### src/mcas_pkg.sv
// ----------------------------------------------------------------------------
// mcas_pkg
// Shared constants, controller states, datapath commands and status for the
// least-cost assignment search core.
// ----------------------------------------------------------------------------
package mcas_pkg;

	localparam int MAX_SIZE  = 8;
	localparam int COST_BITS = 16;
	localparam int SUM_W     = 19;
	localparam int SIZE_W    = 4;
	localparam int IDX_W     = (MAX_SIZE > 1) ? $clog2(MAX_SIZE) : 1;
	localparam int CNT_W     = $clog2(MAX_SIZE + 1);
	localparam int ADDR_W    = 2 * IDX_W;
	localparam int PADDR_W   = 3;

	localparam logic [PADDR_W-3:0] REG_SIZE_IN_USE = '0;

	typedef enum logic [2:0] {
		ST_LOAD,
		ST_DIAG_RD,
		ST_DIAG_ACC,
		ST_MIN_RD,
		ST_MIN_ACC,
		ST_TRY,
		ST_EVAL,
		ST_DONE
	} state_t;

	typedef enum logic [2:0] {
		OP_LOAD,
		OP_DIAG_RD,
		OP_DIAG_ACC,
		OP_MIN_RD,
		OP_MIN_ACC,
		OP_TRY,
		OP_EVAL,
		OP_HOLD
	} op_t;

	typedef struct packed {
		op_t  op;
		logic in_ready;
		logic out_valid;
	} cmd_t;

	typedef struct packed {
		logic last_cost;
		logic diag_last;
		logic min_last;
		logic try_done;
		logic try_read;
	} status_t;

endpackage

### src/mcas_if.sv
// ----------------------------------------------------------------------------
// mcas_if
// Valid/ready channels for incoming costs and outgoing results.
// ----------------------------------------------------------------------------
interface mcas_cost_if import mcas_pkg::*; ();
	logic                 valid;
	logic                 ready;
	logic [COST_BITS-1:0] cost;

	modport source (output valid, output cost, input ready);
	modport sink   (input valid, input cost, output ready);
endinterface

interface mcas_result_if import mcas_pkg::*; ();
	logic             valid;
	logic             ready;
	logic [SUM_W-1:0] min_cost;

	modport source (output valid, output min_cost, input ready);
	modport sink   (input valid, input min_cost, output ready);
endinterface

### src/mcas_ctrl.sv
// ----------------------------------------------------------------------------
// mcas_ctrl
// Sequencer for load, bound set-up, depth-first search and result hand-off.
// ----------------------------------------------------------------------------
module mcas_ctrl import mcas_pkg::*; (
	input  logic    clk,
	input  logic    arst_n,
	input  logic    in_fire,
	input  logic    out_fire,
	input  status_t status,
	output cmd_t    cmd
);

	state_t state_q, state_d;

	always_ff @(posedge clk or negedge arst_n) begin
		if (!arst_n) begin
			state_q <= ST_LOAD;
		end else begin
			state_q <= state_d;
		end
	end

	always_comb begin
		state_d = state_q;
		unique case (state_q)
			ST_LOAD:     if (in_fire && status.last_cost) state_d = ST_DIAG_RD;
			ST_DIAG_RD:  state_d = ST_DIAG_ACC;
			ST_DIAG_ACC: state_d = status.diag_last ? ST_MIN_RD : ST_DIAG_RD;
			ST_MIN_RD:   state_d = ST_MIN_ACC;
			ST_MIN_ACC:  state_d = status.min_last ? ST_TRY : ST_MIN_RD;
			ST_TRY: begin
				priority if (status.try_done) state_d = ST_DONE;
				else if (status.try_read)     state_d = ST_EVAL;
				else                          state_d = ST_TRY;
			end
			ST_EVAL:     state_d = ST_TRY;
			ST_DONE:     if (out_fire) state_d = ST_LOAD;
			default:     state_d = ST_LOAD;
		endcase
	end

	always_comb begin
		cmd.in_ready  = 1'b0;
		cmd.out_valid = 1'b0;
		cmd.op        = OP_HOLD;
		unique case (state_q)
			ST_LOAD: begin
				cmd.op       = OP_LOAD;
				cmd.in_ready = 1'b1;
			end
			ST_DIAG_RD:  cmd.op = OP_DIAG_RD;
			ST_DIAG_ACC: cmd.op = OP_DIAG_ACC;
			ST_MIN_RD:   cmd.op = OP_MIN_RD;
			ST_MIN_ACC:  cmd.op = OP_MIN_ACC;
			ST_TRY:      cmd.op = OP_TRY;
			ST_EVAL:     cmd.op = OP_EVAL;
			ST_DONE:     cmd.out_valid = 1'b1;
			default:     cmd.op = OP_HOLD;
		endcase
	end

endmodule

### src/mcas_dp.sv
// ----------------------------------------------------------------------------
// mcas_dp
// Cost memory, row-minimum suffix bounds, search stack and running sums.
// ----------------------------------------------------------------------------
module mcas_dp import mcas_pkg::*; (
	input  logic                 clk,
	input  logic                 arst_n,
	input  cmd_t                 cmd,
	input  logic                 in_fire,
	input  logic [COST_BITS-1:0] cost,
	input  logic                 cfg_wr,
	input  logic [CNT_W-1:0]     n,
	output status_t              status,
	output logic [SUM_W-1:0]     min_cost
);

	logic [COST_BITS-1:0] mem [2**ADDR_W];
	logic [COST_BITS-1:0] rdata_q;
	logic [ADDR_W-1:0]    rd_addr;

	logic [IDX_W-1:0]     ld_row_q, ld_col_q;
	logic [IDX_W-1:0]     r_q, c_q;
	logic [COST_BITS-1:0] m_q;
	logic [SUM_W-1:0]     acc_q, best_q, sum_q;
	logic [IDX_W-1:0]     row_q;
	logic [CNT_W-1:0]     col_q;
	logic [MAX_SIZE-1:0]  used_q;

	logic [SUM_W-1:0]     sb_q [MAX_SIZE];
	logic [IDX_W-1:0]     ch_q [MAX_SIZE];
	logic [COST_BITS-1:0] cs_q [MAX_SIZE];

	logic [CNT_W-1:0]     n_last;
	logic [IDX_W-1:0]     col_idx, row_up, row_dn;
	logic                 ld_last, col_end, last_row, min_row_end;
	logic [COST_BITS-1:0] m_new;
	logic [SUM_W-1:0]     acc_new, s_new, bound;

	assign n_last      = n - CNT_W'(1);
	assign col_idx     = col_q[IDX_W-1:0];
	assign row_up      = row_q + IDX_W'(1);
	assign row_dn      = row_q - IDX_W'(1);
	assign ld_last     = (CNT_W'(ld_row_q) == n_last) && (CNT_W'(ld_col_q) == n_last);
	assign col_end     = (col_q == n);
	assign last_row    = (CNT_W'(row_q) == n_last);
	assign min_row_end = (CNT_W'(c_q) == n_last);
	assign m_new       = ((c_q == '0) || (rdata_q < m_q)) ? rdata_q : m_q;
	assign acc_new     = acc_q + SUM_W'(m_new);
	assign s_new       = sum_q + SUM_W'(rdata_q);
	assign bound       = s_new + sb_q[row_up];

	assign status.last_cost = ld_last;
	assign status.diag_last = (CNT_W'(r_q) == n_last);
	assign status.min_last  = min_row_end && (r_q == '0);
	assign status.try_done  = col_end && (row_q == '0);
	assign status.try_read  = !col_end && !used_q[col_idx];
	assign min_cost         = best_q;

	always_comb begin
		unique case (cmd.op)
			OP_DIAG_RD: rd_addr = {r_q, r_q};
			OP_MIN_RD:  rd_addr = {r_q, c_q};
			OP_TRY:     rd_addr = {row_q, col_idx};
			default:    rd_addr = '0;
		endcase
	end

	always_ff @(posedge clk) begin
		if (cmd.op == OP_LOAD && in_fire) begin
			mem[{ld_row_q, ld_col_q}] <= cost;
		end
		rdata_q <= mem[rd_addr];
	end

	always_ff @(posedge clk or negedge arst_n) begin
		if (!arst_n) begin
			ld_row_q <= '0;
			ld_col_q <= '0;
			r_q      <= '0;
			c_q      <= '0;
			m_q      <= '0;
			acc_q    <= '0;
			best_q   <= '0;
			sum_q    <= '0;
			row_q    <= '0;
			col_q    <= '0;
			used_q   <= '0;
		end else if (cfg_wr) begin
			ld_row_q <= '0;
			ld_col_q <= '0;
		end else begin
			unique case (cmd.op)
				OP_LOAD: begin
					if (in_fire) begin
						priority if (ld_last) begin
							ld_row_q <= '0;
							ld_col_q <= '0;
							r_q      <= '0;
							best_q   <= '0;
						end else if (CNT_W'(ld_col_q) == n_last) begin
							ld_col_q <= '0;
							ld_row_q <= ld_row_q + IDX_W'(1);
						end else begin
							ld_col_q <= ld_col_q + IDX_W'(1);
						end
					end
				end
				OP_DIAG_ACC: begin
					best_q <= best_q + SUM_W'(rdata_q);
					if (status.diag_last) begin
						r_q   <= n_last[IDX_W-1:0];
						c_q   <= '0;
						acc_q <= '0;
					end else begin
						r_q <= r_q + IDX_W'(1);
					end
				end
				OP_MIN_ACC: begin
					m_q <= m_new;
					if (min_row_end) begin
						acc_q <= acc_new;
						c_q   <= '0;
						if (r_q == '0) begin
							row_q  <= '0;
							col_q  <= '0;
							used_q <= '0;
							sum_q  <= '0;
						end else begin
							r_q <= r_q - IDX_W'(1);
						end
					end else begin
						c_q <= c_q + IDX_W'(1);
					end
				end
				OP_TRY: begin
					if (col_end) begin
						if (row_q != '0) begin
							used_q[ch_q[row_dn]] <= 1'b0;
							sum_q <= sum_q - SUM_W'(cs_q[row_dn]);
							row_q <= row_dn;
							col_q <= CNT_W'(ch_q[row_dn]) + CNT_W'(1);
						end
					end else if (used_q[col_idx]) begin
						col_q <= col_q + CNT_W'(1);
					end
				end
				OP_EVAL: begin
					priority if (last_row) begin
						if (s_new < best_q) best_q <= s_new;
						col_q <= col_q + CNT_W'(1);
					end else if (bound < best_q) begin
						used_q[col_idx] <= 1'b1;
						sum_q <= s_new;
						row_q <= row_up;
						col_q <= '0;
					end else begin
						col_q <= col_q + CNT_W'(1);
					end
				end
				default: begin
				end
			endcase
		end
	end

	always_ff @(posedge clk) begin
		if (cmd.op == OP_MIN_ACC && min_row_end) begin
			sb_q[r_q] <= acc_new;
		end
		if (cmd.op == OP_EVAL && !last_row && bound < best_q) begin
			ch_q[row_q] <= col_idx;
			cs_q[row_q] <= rdata_q;
		end
	end

	a_used_matches_depth: assert property (@(posedge clk) disable iff (!arst_n)
		cmd.op == OP_TRY |-> $countones(used_q) == row_q)
		else $error("used columns disagree with search depth");

	a_eval_free_column: assert property (@(posedge clk) disable iff (!arst_n)
		cmd.op == OP_EVAL |-> !col_end && !used_q[col_idx])
		else $error("evaluating a used or out-of-range column");

	a_eval_follows_read: assert property (@(posedge clk) disable iff (!arst_n)
		cmd.op == OP_EVAL |-> $past(cmd.op) == OP_TRY && $stable(col_q))
		else $error("evaluation without matching read");

endmodule

### src/min_cost_assignment_search_core.sv
// ----------------------------------------------------------------------------
// min_cost_assignment_search_core
// Least-cost assignment of an n-by-n cost matrix by branch and bound.
// ----------------------------------------------------------------------------
// Costs are taken one per cycle while in the load state; the matrix load takes n*n costs.
// After the final cost the diagonal bound is summed, then the row-minimum suffix bounds,
// then the depth-first search steps through the columns and reads each free column's cost.
// The result is held until taken, then the next load begins.
// Reset clears the load position and search control and sets size_in_use to 8.
module min_cost_assignment_search_core import mcas_pkg::*; (
	input  logic               clk,
	input  logic               arst_n,
	input  logic               psel,
	input  logic               penable,
	input  logic               pwrite,
	input  logic [PADDR_W-1:0] paddr,
	input  logic [31:0]        pwdata,
	output logic [31:0]        prdata,
	output logic               pready,
	mcas_cost_if.sink          cost_ch,
	mcas_result_if.source      result_ch
);

	logic [SIZE_W-1:0] size_q;
	logic [CNT_W-1:0]  n;
	logic              cfg_wr, in_fire, out_fire;
	cmd_t              cmd;
	status_t           status;

	assign pready   = 1'b1;
	assign cfg_wr   = psel && penable && pwrite && (paddr[PADDR_W-1:2] == REG_SIZE_IN_USE);
	assign prdata   = (paddr[PADDR_W-1:2] == REG_SIZE_IN_USE) ? 32'(size_q) : '0;
	assign in_fire  = cost_ch.valid && cost_ch.ready;
	assign out_fire = result_ch.valid && result_ch.ready;

	always_ff @(posedge clk or negedge arst_n) begin
		if (!arst_n) begin
			size_q <= SIZE_W'(8);
		end else if (cfg_wr) begin
			size_q <= pwdata[SIZE_W-1:0];
		end
	end

	always_comb begin
		priority if (size_q == '0)                n = CNT_W'(1);
		else if (32'(size_q) > MAX_SIZE)          n = CNT_W'(MAX_SIZE);
		else                                      n = CNT_W'(size_q);
	end

	assign cost_ch.ready   = cmd.in_ready;
	assign result_ch.valid = cmd.out_valid;

	mcas_ctrl u_ctrl (
		.clk      (clk),
		.arst_n   (arst_n),
		.in_fire  (in_fire),
		.out_fire (out_fire),
		.status   (status),
		.cmd      (cmd)
	);

	mcas_dp u_dp (
		.clk      (clk),
		.arst_n   (arst_n),
		.cmd      (cmd),
		.in_fire  (in_fire),
		.cost     (cost_ch.cost),
		.cfg_wr   (cfg_wr),
		.n        (n),
		.status   (status),
		.min_cost (result_ch.min_cost)
	);

endmodule
### src/flat_wrapper.sv
// flat-port wrapper written by rule: the top's interface ports become plain ports
module min_cost_assignment_search_core_flat import mcas_pkg::*;
  (clk, arst_n, psel, penable, pwrite, paddr, pwdata, prdata, pready, cost_ch_valid, cost_ch_cost, cost_ch_ready, result_ch_valid, result_ch_min_cost, result_ch_ready);
  mcas_cost_if cost_ch_i ();
  mcas_result_if result_ch_i ();
  input  logic clk;
  input  logic arst_n;
  input  logic psel;
  input  logic penable;
  input  logic pwrite;
  input  logic [PADDR_W-1:0] paddr;
  input  logic [31:0] pwdata;
  output logic [31:0] prdata;
  output logic pready;
  input wire logic [$bits(cost_ch_i.valid)-1:0] cost_ch_valid;
  input wire logic [$bits(cost_ch_i.cost)-1:0] cost_ch_cost;
  output wire logic [$bits(cost_ch_i.ready)-1:0] cost_ch_ready;
  output wire logic [$bits(result_ch_i.valid)-1:0] result_ch_valid;
  output wire logic [$bits(result_ch_i.min_cost)-1:0] result_ch_min_cost;
  input wire logic [$bits(result_ch_i.ready)-1:0] result_ch_ready;
  assign cost_ch_i.valid = cost_ch_valid;
  assign cost_ch_i.cost = cost_ch_cost;
  assign cost_ch_ready = cost_ch_i.ready;
  assign result_ch_valid = result_ch_i.valid;
  assign result_ch_min_cost = result_ch_i.min_cost;
  assign result_ch_i.ready = result_ch_ready;
  min_cost_assignment_search_core u_core (.clk(clk), .arst_n(arst_n), .psel(psel), .penable(penable), .pwrite(pwrite), .paddr(paddr), .pwdata(pwdata), .prdata(prdata), .pready(pready), .cost_ch(cost_ch_i), .result_ch(result_ch_i));
endmodule
### config.mk
export PLATFORM = sky130hd
export DESIGN_NAME = min_cost_assignment_search_core_flat
export DESIGN_NICKNAME = d
export VERILOG_FILES = /design/src/mcas_pkg.sv /design/src/mcas_if.sv /design/src/mcas_ctrl.sv /design/src/mcas_dp.sv /design/src/min_cost_assignment_search_core.sv /design/src/flat_wrapper.sv
export SDC_FILE = /design/constraint.sdc
export NUM_CORES = 2
export LEC_CHECK = 0
export ABC_AREA = 1
export BUFFER_PORTS_ARGS = -buffer_cell sky130_fd_sc_hd__clkbuf_2
export CAP_MARGIN = 20
export CORE_ASPECT_RATIO = 2
export CORE_MARGIN = 5
export CORE_UTILIZATION = 50
export CTS_BUF_LIST = sky130_fd_sc_hd__clkbuf_8
export CTS_CLUSTER_DIAMETER = 100
export DETAILED_ROUTE_END_ITERATION = 8
export GPL_ROUTABILITY_DRIVEN = 0
export MAX_ROUTING_LAYER = met4
export PLACE_DENSITY = 0.65
export SLEW_MARGIN = 20
export SYNTH_ARGS = -nofsm -noshare
export SYNTH_HDL_FRONTEND = slang
export SYNTH_HIERARCHICAL = 1
export SYNTH_SLANG_ARGS = --single-unit
### constraint.sdc
create_clock -name clk -period 14.28 [get_ports clk]
set_clock_uncertainty 0.05 [all_clocks]
set_input_delay 0.714 -clock clk [delete_from_list [all_inputs] [get_ports clk]]
set_output_delay 0.714 -clock clk [all_outputs]
set_load 0.01 [all_outputs]
After elaboration in Yosys (flattened, before gate mapping)
Memory sizes are Yosys's and may differ from the RTL's. A register that Yosys moved wholly into a read port is not among the register bits.
Index checks and enable logic that the tools add are counted.
- flip-flop bits (word level): 107
- bits in writable memories: 1328
- output and inout port bits: 54
- word-level logic and storage cells: 207
- memories kept: 4
- memories (name ; words ; width ; rd ports ; clocked after memory_dff ; write ports ; line ; text):
    u_core.u_dp.mem ; 64 ; 16 ; 1 ; 1 ; 1 ; mcas_dp.sv:17 ; logic [COST_BITS-1:0] mem [2**ADDR_W];
    u_core.u_dp.sb_q ; 8 ; 19 ; 1 ; 0 ; 1 ; mcas_dp.sv:29 ; logic [SUM_W-1:0] sb_q [MAX_SIZE];
    u_core.u_dp.cs_q ; 8 ; 16 ; 1 ; 0 ; 1 ; mcas_dp.sv:31 ; logic [COST_BITS-1:0] cs_q [MAX_SIZE];
    u_core.u_dp.ch_q ; 8 ; 3 ; 1 ; 0 ; 1 ; mcas_dp.sv:30 ; logic [IDX_W-1:0] ch_q [MAX_SIZE];
- reduce and logical (&&, ||, !) cells: 44
- add/sub/neg operators: 15
- bitwise operators: 5
- equality and inequality tests: 35
- $lt $le $gt $ge: 8
- mux-type cells: 83
- operators with widths (cell ; count):
    19-bit two-way mux ; 12
    19-bit case mux with 3 select lines ; 2
    3-bit two-way mux ; 26
    19-bit by 16-bit adder with 19-bit output ; 3
    8-bit two-way mux ; 6
    4-bit two-way mux ; 10
    19-bit less-than comparator ; 2
    19-bit case mux with 2 select lines ; 1
    3-bit case mux with 8 select lines ; 1
    8-bit case mux with 3 select lines ; 1
    2-bit != test, second input constant ; 11
    3-bit == test, second input constant ; 7
    3-bit case mux with 7 select lines ; 1
    3-bit by 4-bit == test with 1-bit output ; 5
    19-bit adder ; 1
    19-bit by 16-bit subtractor with 19-bit output ; 1
    3-bit case mux with 3 select lines ; 2
    6-bit case mux with 3 select lines ; 1
    6-bit AND reduction ; 3
    1-bit logical AND ; 16
    16-bit less-than comparator ; 1
    16-bit two-way mux ; 1
    3-bit by 1-bit adder with 3-bit output, second input constant ; 5
    3-bit zero test ; 5
    31 further kinds ; 66

Depth between registers and ports, before layout
An unclocked memory read counts as a cell.
- depth after elaboration: 11
- mapped depth: 34

Hierarchy
Netlist, hierarchy kept.
- by module, submodules not included (module ; instances ; cells each ; area an instance (um^2)):
    mcas_dp ; 1 ; 6944 ; 69017.4
    min_cost_assignment_search_core ; 1 ; 70 ; 479.2
    mcas_ctrl ; 1 ; 40 ; 245.2

Least setup slack after synthesis
OpenSTA, ideal clock, no wires.
- path type: register to register
- start point: register u_core.u_dp.row_q[0]
- end point: memory u_core/u_dp/ch_q[0][0] in the netlist's numbering, enable pin
- path slack: 7.010 ns
- library setup time: 0.419 ns
- required time: 13.811 ns
- data arrival time: 6.801 ns
- path buffers: 6
- stages on the path, launching flop included: 31
- path through: dfrtp_1 -> inv_1 -> clkbuf_1 -> clkbuf_1 -> clkbuf_1 -> ha_1 -> clkbuf_1 -> clkinv_1 -> clkbuf_1 -> clkbuf_1 -> nor2_1 -> o21ai_0 -> a31oi_1 -> ha_1 -> inv_1 -> fa_1 -> o21ai_0 -> a21oi_1 -> o21ai_0 -> nand3_1 -> nand2_1 -> xor2_1 -> inv_1 -> ha_1 -> a21oi_1 -> o21ai_0 -> a21oi_1 -> nand4_1 -> nor2_1 -> nand2_1 -> nor3_1
- word-level cells in the longest chain between the ends: 7
- ends and longest elaborated chain (item ; line ; text):
    from (decl) ; mcas_dp.sv:25 ; logic [IDX_W-1:0] row_q;
    from (signal assigned) ; mcas_dp.sv:140 ; row_q <= row_dn;
    from (signal assigned) ; mcas_dp.sv:154 ; row_q <= row_up;
    3-bit by 1-bit adder with 3-bit output ; mcas_dp.sv:41 ; assign row_up = row_q + IDX_W'(1);
    memory read 8 x 19 bit ; - ;
    19-bit adder ; mcas_dp.sv:50 ; assign bound = s_new + sb_q[row_up];
    19-bit less-than comparator ; mcas_dp.sv:170 ; if (cmd.op == OP_EVAL && !last_row && bound < best_q) begin
    1-bit logical AND ; mcas_dp.sv:170 ;
    1-bit two-way mux ; mcas_dp.sv:170 ;
    1-bit two-way mux (not written as such) ; mcas_dp.sv:171 ; ch_q[row_q] <= col_idx;
    to (decl) ; mcas_dp.sv:30 ;
Several ways; a longest one is shown, not always the timed one.

Final worst setup path
- start point: register u_core.u_dp.row_q[1]
- end point: memory u_core.u_dp.cs_q[4][1], enable pin
- word-level cells in the longest chain between the ends: 7
- ends and longest elaborated chain (item ; line ; text):
    3-bit by 1-bit adder with 3-bit output ; mcas_dp.sv:41 ;
    memory read 8 x 19 bit ; - ;
    19-bit adder ; mcas_dp.sv:50 ;
    19-bit less-than comparator ; mcas_dp.sv:170 ;
    1-bit logical AND ; mcas_dp.sv:170 ;
    1-bit two-way mux ; mcas_dp.sv:170 ;
    1-bit two-way mux (not written as such) ; mcas_dp.sv:172 ; cs_q[row_q] <= rdata_q;
    to (decl) ; mcas_dp.sv:31 ;
Several ways; a longest one is shown, not always the timed one.

==> out/results.txt <==
Seq/Total Area, Yosys: 0.6148
all-layer global routing usage: 0.2631
I/O Buffers: 52
Core ar.: 139100 um2
initial antenna violation count: 2
hold path cells: 4
CP Capture Type: register
final slew viol count: 0
clk_lat worst skew: 0.93 ns
HP Class: in -> reg
clock sink count: 1451
Initial Utilization: 0.5014
hold_buf cts: 5
Die W: 274.1 um
Post-Synthesis Cells: 7054
Worst Tran Pin Value: 1.097 ns
pre-CTS setup slack: 6.653 ns
Seq pwr share: 0.369
Tot Pwr: 0.01417 W
setup TNS: 0 ns
Nets: 7294
Main synth FF type: edfxtp_1
DR vias: 51120
leak pwr: 31.37 nW
Root Driver: clkbuf_8
Net Switching: 0.005853 W
Clk pwr share: 0.217
ys async rst share: 0.07374
#FFs+latches synth: 1451
wire length of the first global-routing pass: 289000 um
routed len/inst: 21.06 um
min Tclk post-route: 7.834 ns
Core Util, Final: 0.5443
Yosys warnings: 6
GRT Residual Overflow: 0
Sw Ratio: 0.4130
HPWL after detailed placement: 110700 um
vias in the first global route: 47370
Layout area overhead: 8.556%
status: complete, no violations
total die area: 147500 um2
Rows: 194
Req. time, crit path: 14.83 ns
Reg-to-Reg End: u_core/u_dp/cs_q[4][1]
total CTS buffers: 200
DRT iter0 DRCs: 5802
Worst Path Max Fanout: 63
# Post-CTS Setup Buffers: 0
maximum clock frequency: 127.6 MHz
Cell Pwr Density: 187.2 nW/um2
critical path type: reg -> reg
Reg2Reg Setup Slack: 6.45 ns
final wirelength: 191900 um
die height: 538.2 um
unrepaired setup endpoints after global routing: false
RR Startpoint: u_core/u_dp/row_q[1]
distinct cell type count after synthesis: 54
Worst slew margin: 0.2689
CTS Buffer Depth: 3
Gate power share: 0.413
FF-to-FF path depth: 26
Worst-path clk slew: 0.07 ns
CTS tree: done
Metal-1 WL: 79870 um
internal power: 0.008319 W
worst hold path startpoint: paddr[2]
Final Hold Fails: 0
Vias/cell: 5.612
final setup fails: 0
H-Tree Depth: 4
final setup margin: 6.446 ns
First-pass DRT Iterations: 5
IO Pins: 112
Max Cap Viol: 0
top layer in use: met4
crit share post-route: 0.5486
met3 wire len: 16230 um
drt drc: 0
share of cells above drive strength 1: 0.07411
final antenna-violating net count: 0
PostCTS Resize Cnt: 0
DR WL met2: 88050 um
largest net degree at the start of global routing: 147
Post-synth EDFFs: 1328
arrival time worst endpoint: 8.38 ns
CP startpoint kind: register
cell area after synthesis: 69740 um2
mean post-synth cell area: 9.887 um2
Hold EP: u_core/size_q[3]
VDD IR-drop max: 0.1259 mV
## layer usage
layer,up-vias,GRT usage
li1,24120,-
met1,24450,0.3625
met2,2155,0.3987
met3,402,0.04073
met4,0,0.1002
met5,-,-
## power by group through the flow
| stage | combinational, W | clock (W) | sequential, W |
|---|---|---|---|
| after floorplan | 0.00395 | 0 | 0.00530 |
| after global placement | 0.00569 | 0 | 0.00532 |
| after detailed placement | 0.00577 | 0 | 0.00532 |
| after CTS | 0.00580 | 0.00314 | 0.00523 |
| after global routing | 0.00649 | 0.00332 | 0.00526 |
| final | 0.00586 | 0.00308 | 0.00524 |
## worst max-delay path, cell delays in order, from the launching register on
cell	delay [ns]
dfrtp_1	0.51
inv_1	0.22
ha_2	0.43
buf_4	0.67
o21ai_0	0.26
o22ai_1	0.21
nor2_1	0.06
a31oi_1	0.38
ha_1	0.28
inv_1	0.09
fa_1	0.50
o21ai_0	0.31
a21oi_1	0.15
o21ai_0	0.31
nand3_1	0.12
nand2_1	0.10
xor2_1	0.14
inv_1	0.05
ha_1	0.29
a21oi_1	0.12
o21ai_0	0.09
a21oi_1	0.13
nand4_1	0.51
nor2_1	0.30
nand2_1	0.20
nor2_2	0.65
buf_4	0.34
## sequential cells by signal, indices dropped and copies added, names as in the netlist, 4 cells and up
signal                count
u_core/size_q             4
u_core/u_dp/acc_q        19
u_core/u_dp/ch_q         24
u_core/u_dp/col_q         4
u_core/u_dp/cs_q        128
u_core/u_dp/m_q          16
u_core/u_dp/mem        1024
u_core/u_dp/min_cost     19
u_core/u_dp/rdata_q      16
u_core/u_dp/sb_q        152
u_core/u_dp/sum_q        19
u_core/u_dp/used_q        8
## kinds of logic (layout without fill, tap and decap cells)
kind of cell | Yosys count | after routing | share of synthesized area
AOI/OAI and AO/OA | 683 | 683 | 0.05484
xor gates and xnor gates | 62 | 62 | 0.008002
adders and majority gates | 151 | 151 | 0.02763
buffers and inverters | 1521 | 1686 | 0.08787
DFF | 1451 | 1451 | 0.6148
other | 2 | 31 | 0.0001077
and+or+nand+nor | 3184 | 3184 | 0.2067
## cell usage after synthesis (all sizes together), types with 5 or more instances
cell / n / area, um2
o211ai: 36 / 270.3
o21a: 7 / 52.55
o31ai: 5 / 37.54
o22ai: 29 / 181.4
edfxtp: 1328 / 39880
a32o: 19 / 190.2
a21oi: 172 / 864.6
or2: 6 / 37.54
fa: 5 / 100.1
a31oi: 6 / 37.54
nor3: 28 / 140.1
xor2: 41 / 366.6
ha: 146 / 1827
a21o: 8 / 60.06
buf: 274 / 1445
o21bai: 5 / 37.54
dfxtp: 16 / 320.3
a22o: 6 / 52.55
and2: 28 / 175.2
nand4: 378 / 2365
nand3: 1045 / 5245
xnor2: 21 / 191.4
nor2: 302 / 1164
dfrtp: 106 / 2653
nand3b: 7 / 52.55
o21ai: 367 / 1844
inv: 1094 / 4109
o221ai: 15 / 131.4
nand2: 1387 / 5221
clkbuf: 151 / 566.8
## cell type report
cell class                 instances  area (um2)
antenna                            2       5.005
clock buffer                     208        2863
clock inverter                   155       905.9
fill                           12130       63380
inverter                        1096        4123
multi-input combinational       4109       20980
sequential                      1451       42880
tap                             1862        2330
timing repair buffer             227        1627
## how the worst max path moves through the flow
stage	end	startpoint	depth (start not counted)
floorplan	u_core/u_dp/ch_q[0][0]	u_core/u_dp/row_q[0]	30
global placement	u_core/u_dp/cs_q[4][5]	u_core/u_dp/row_q[1]	26
detailed placement	u_core/u_dp/cs_q[4][3]	u_core/u_dp/row_q[1]	27
CTS	u_core/u_dp/cs_q[4][1]	u_core/u_dp/row_q[1]	27
global route	u_core/u_dp/cs_q[4][1]	u_core/u_dp/row_q[1]	26
finish	u_core/u_dp/cs_q[4][1]	u_core/u_dp/row_q[1]	26
## metrics by stage
step	cells	instance area (um2)	hold slack, ns
3_3_place_gp	8740	71890	0.4066
2_1_floorplan	7081	69840	0.3684
3_5_place_dp	8740	71890	0.4149
4_1_cts	9108	75700	0.02242
6_report	9110	75710	0.1304
5_1_grt	9110	75710	0.1044
## layout by cell type, fill, tap and decap left out, drive strengths merged, types with 28 or more instances in the layout
master  count
nand2    1387
edfxtp   1328
inv      1166
nand3    1045
nand4     378
o21ai     367
nor2      302
clkbuf    252
buf       178
a21oi     172
ha        146
dfrtp     106
clkinv     70
xor2       41
o211ai     36
conb       29
o22ai      29
and2       28
nor3       28
(Power assumes the default switching activity.)
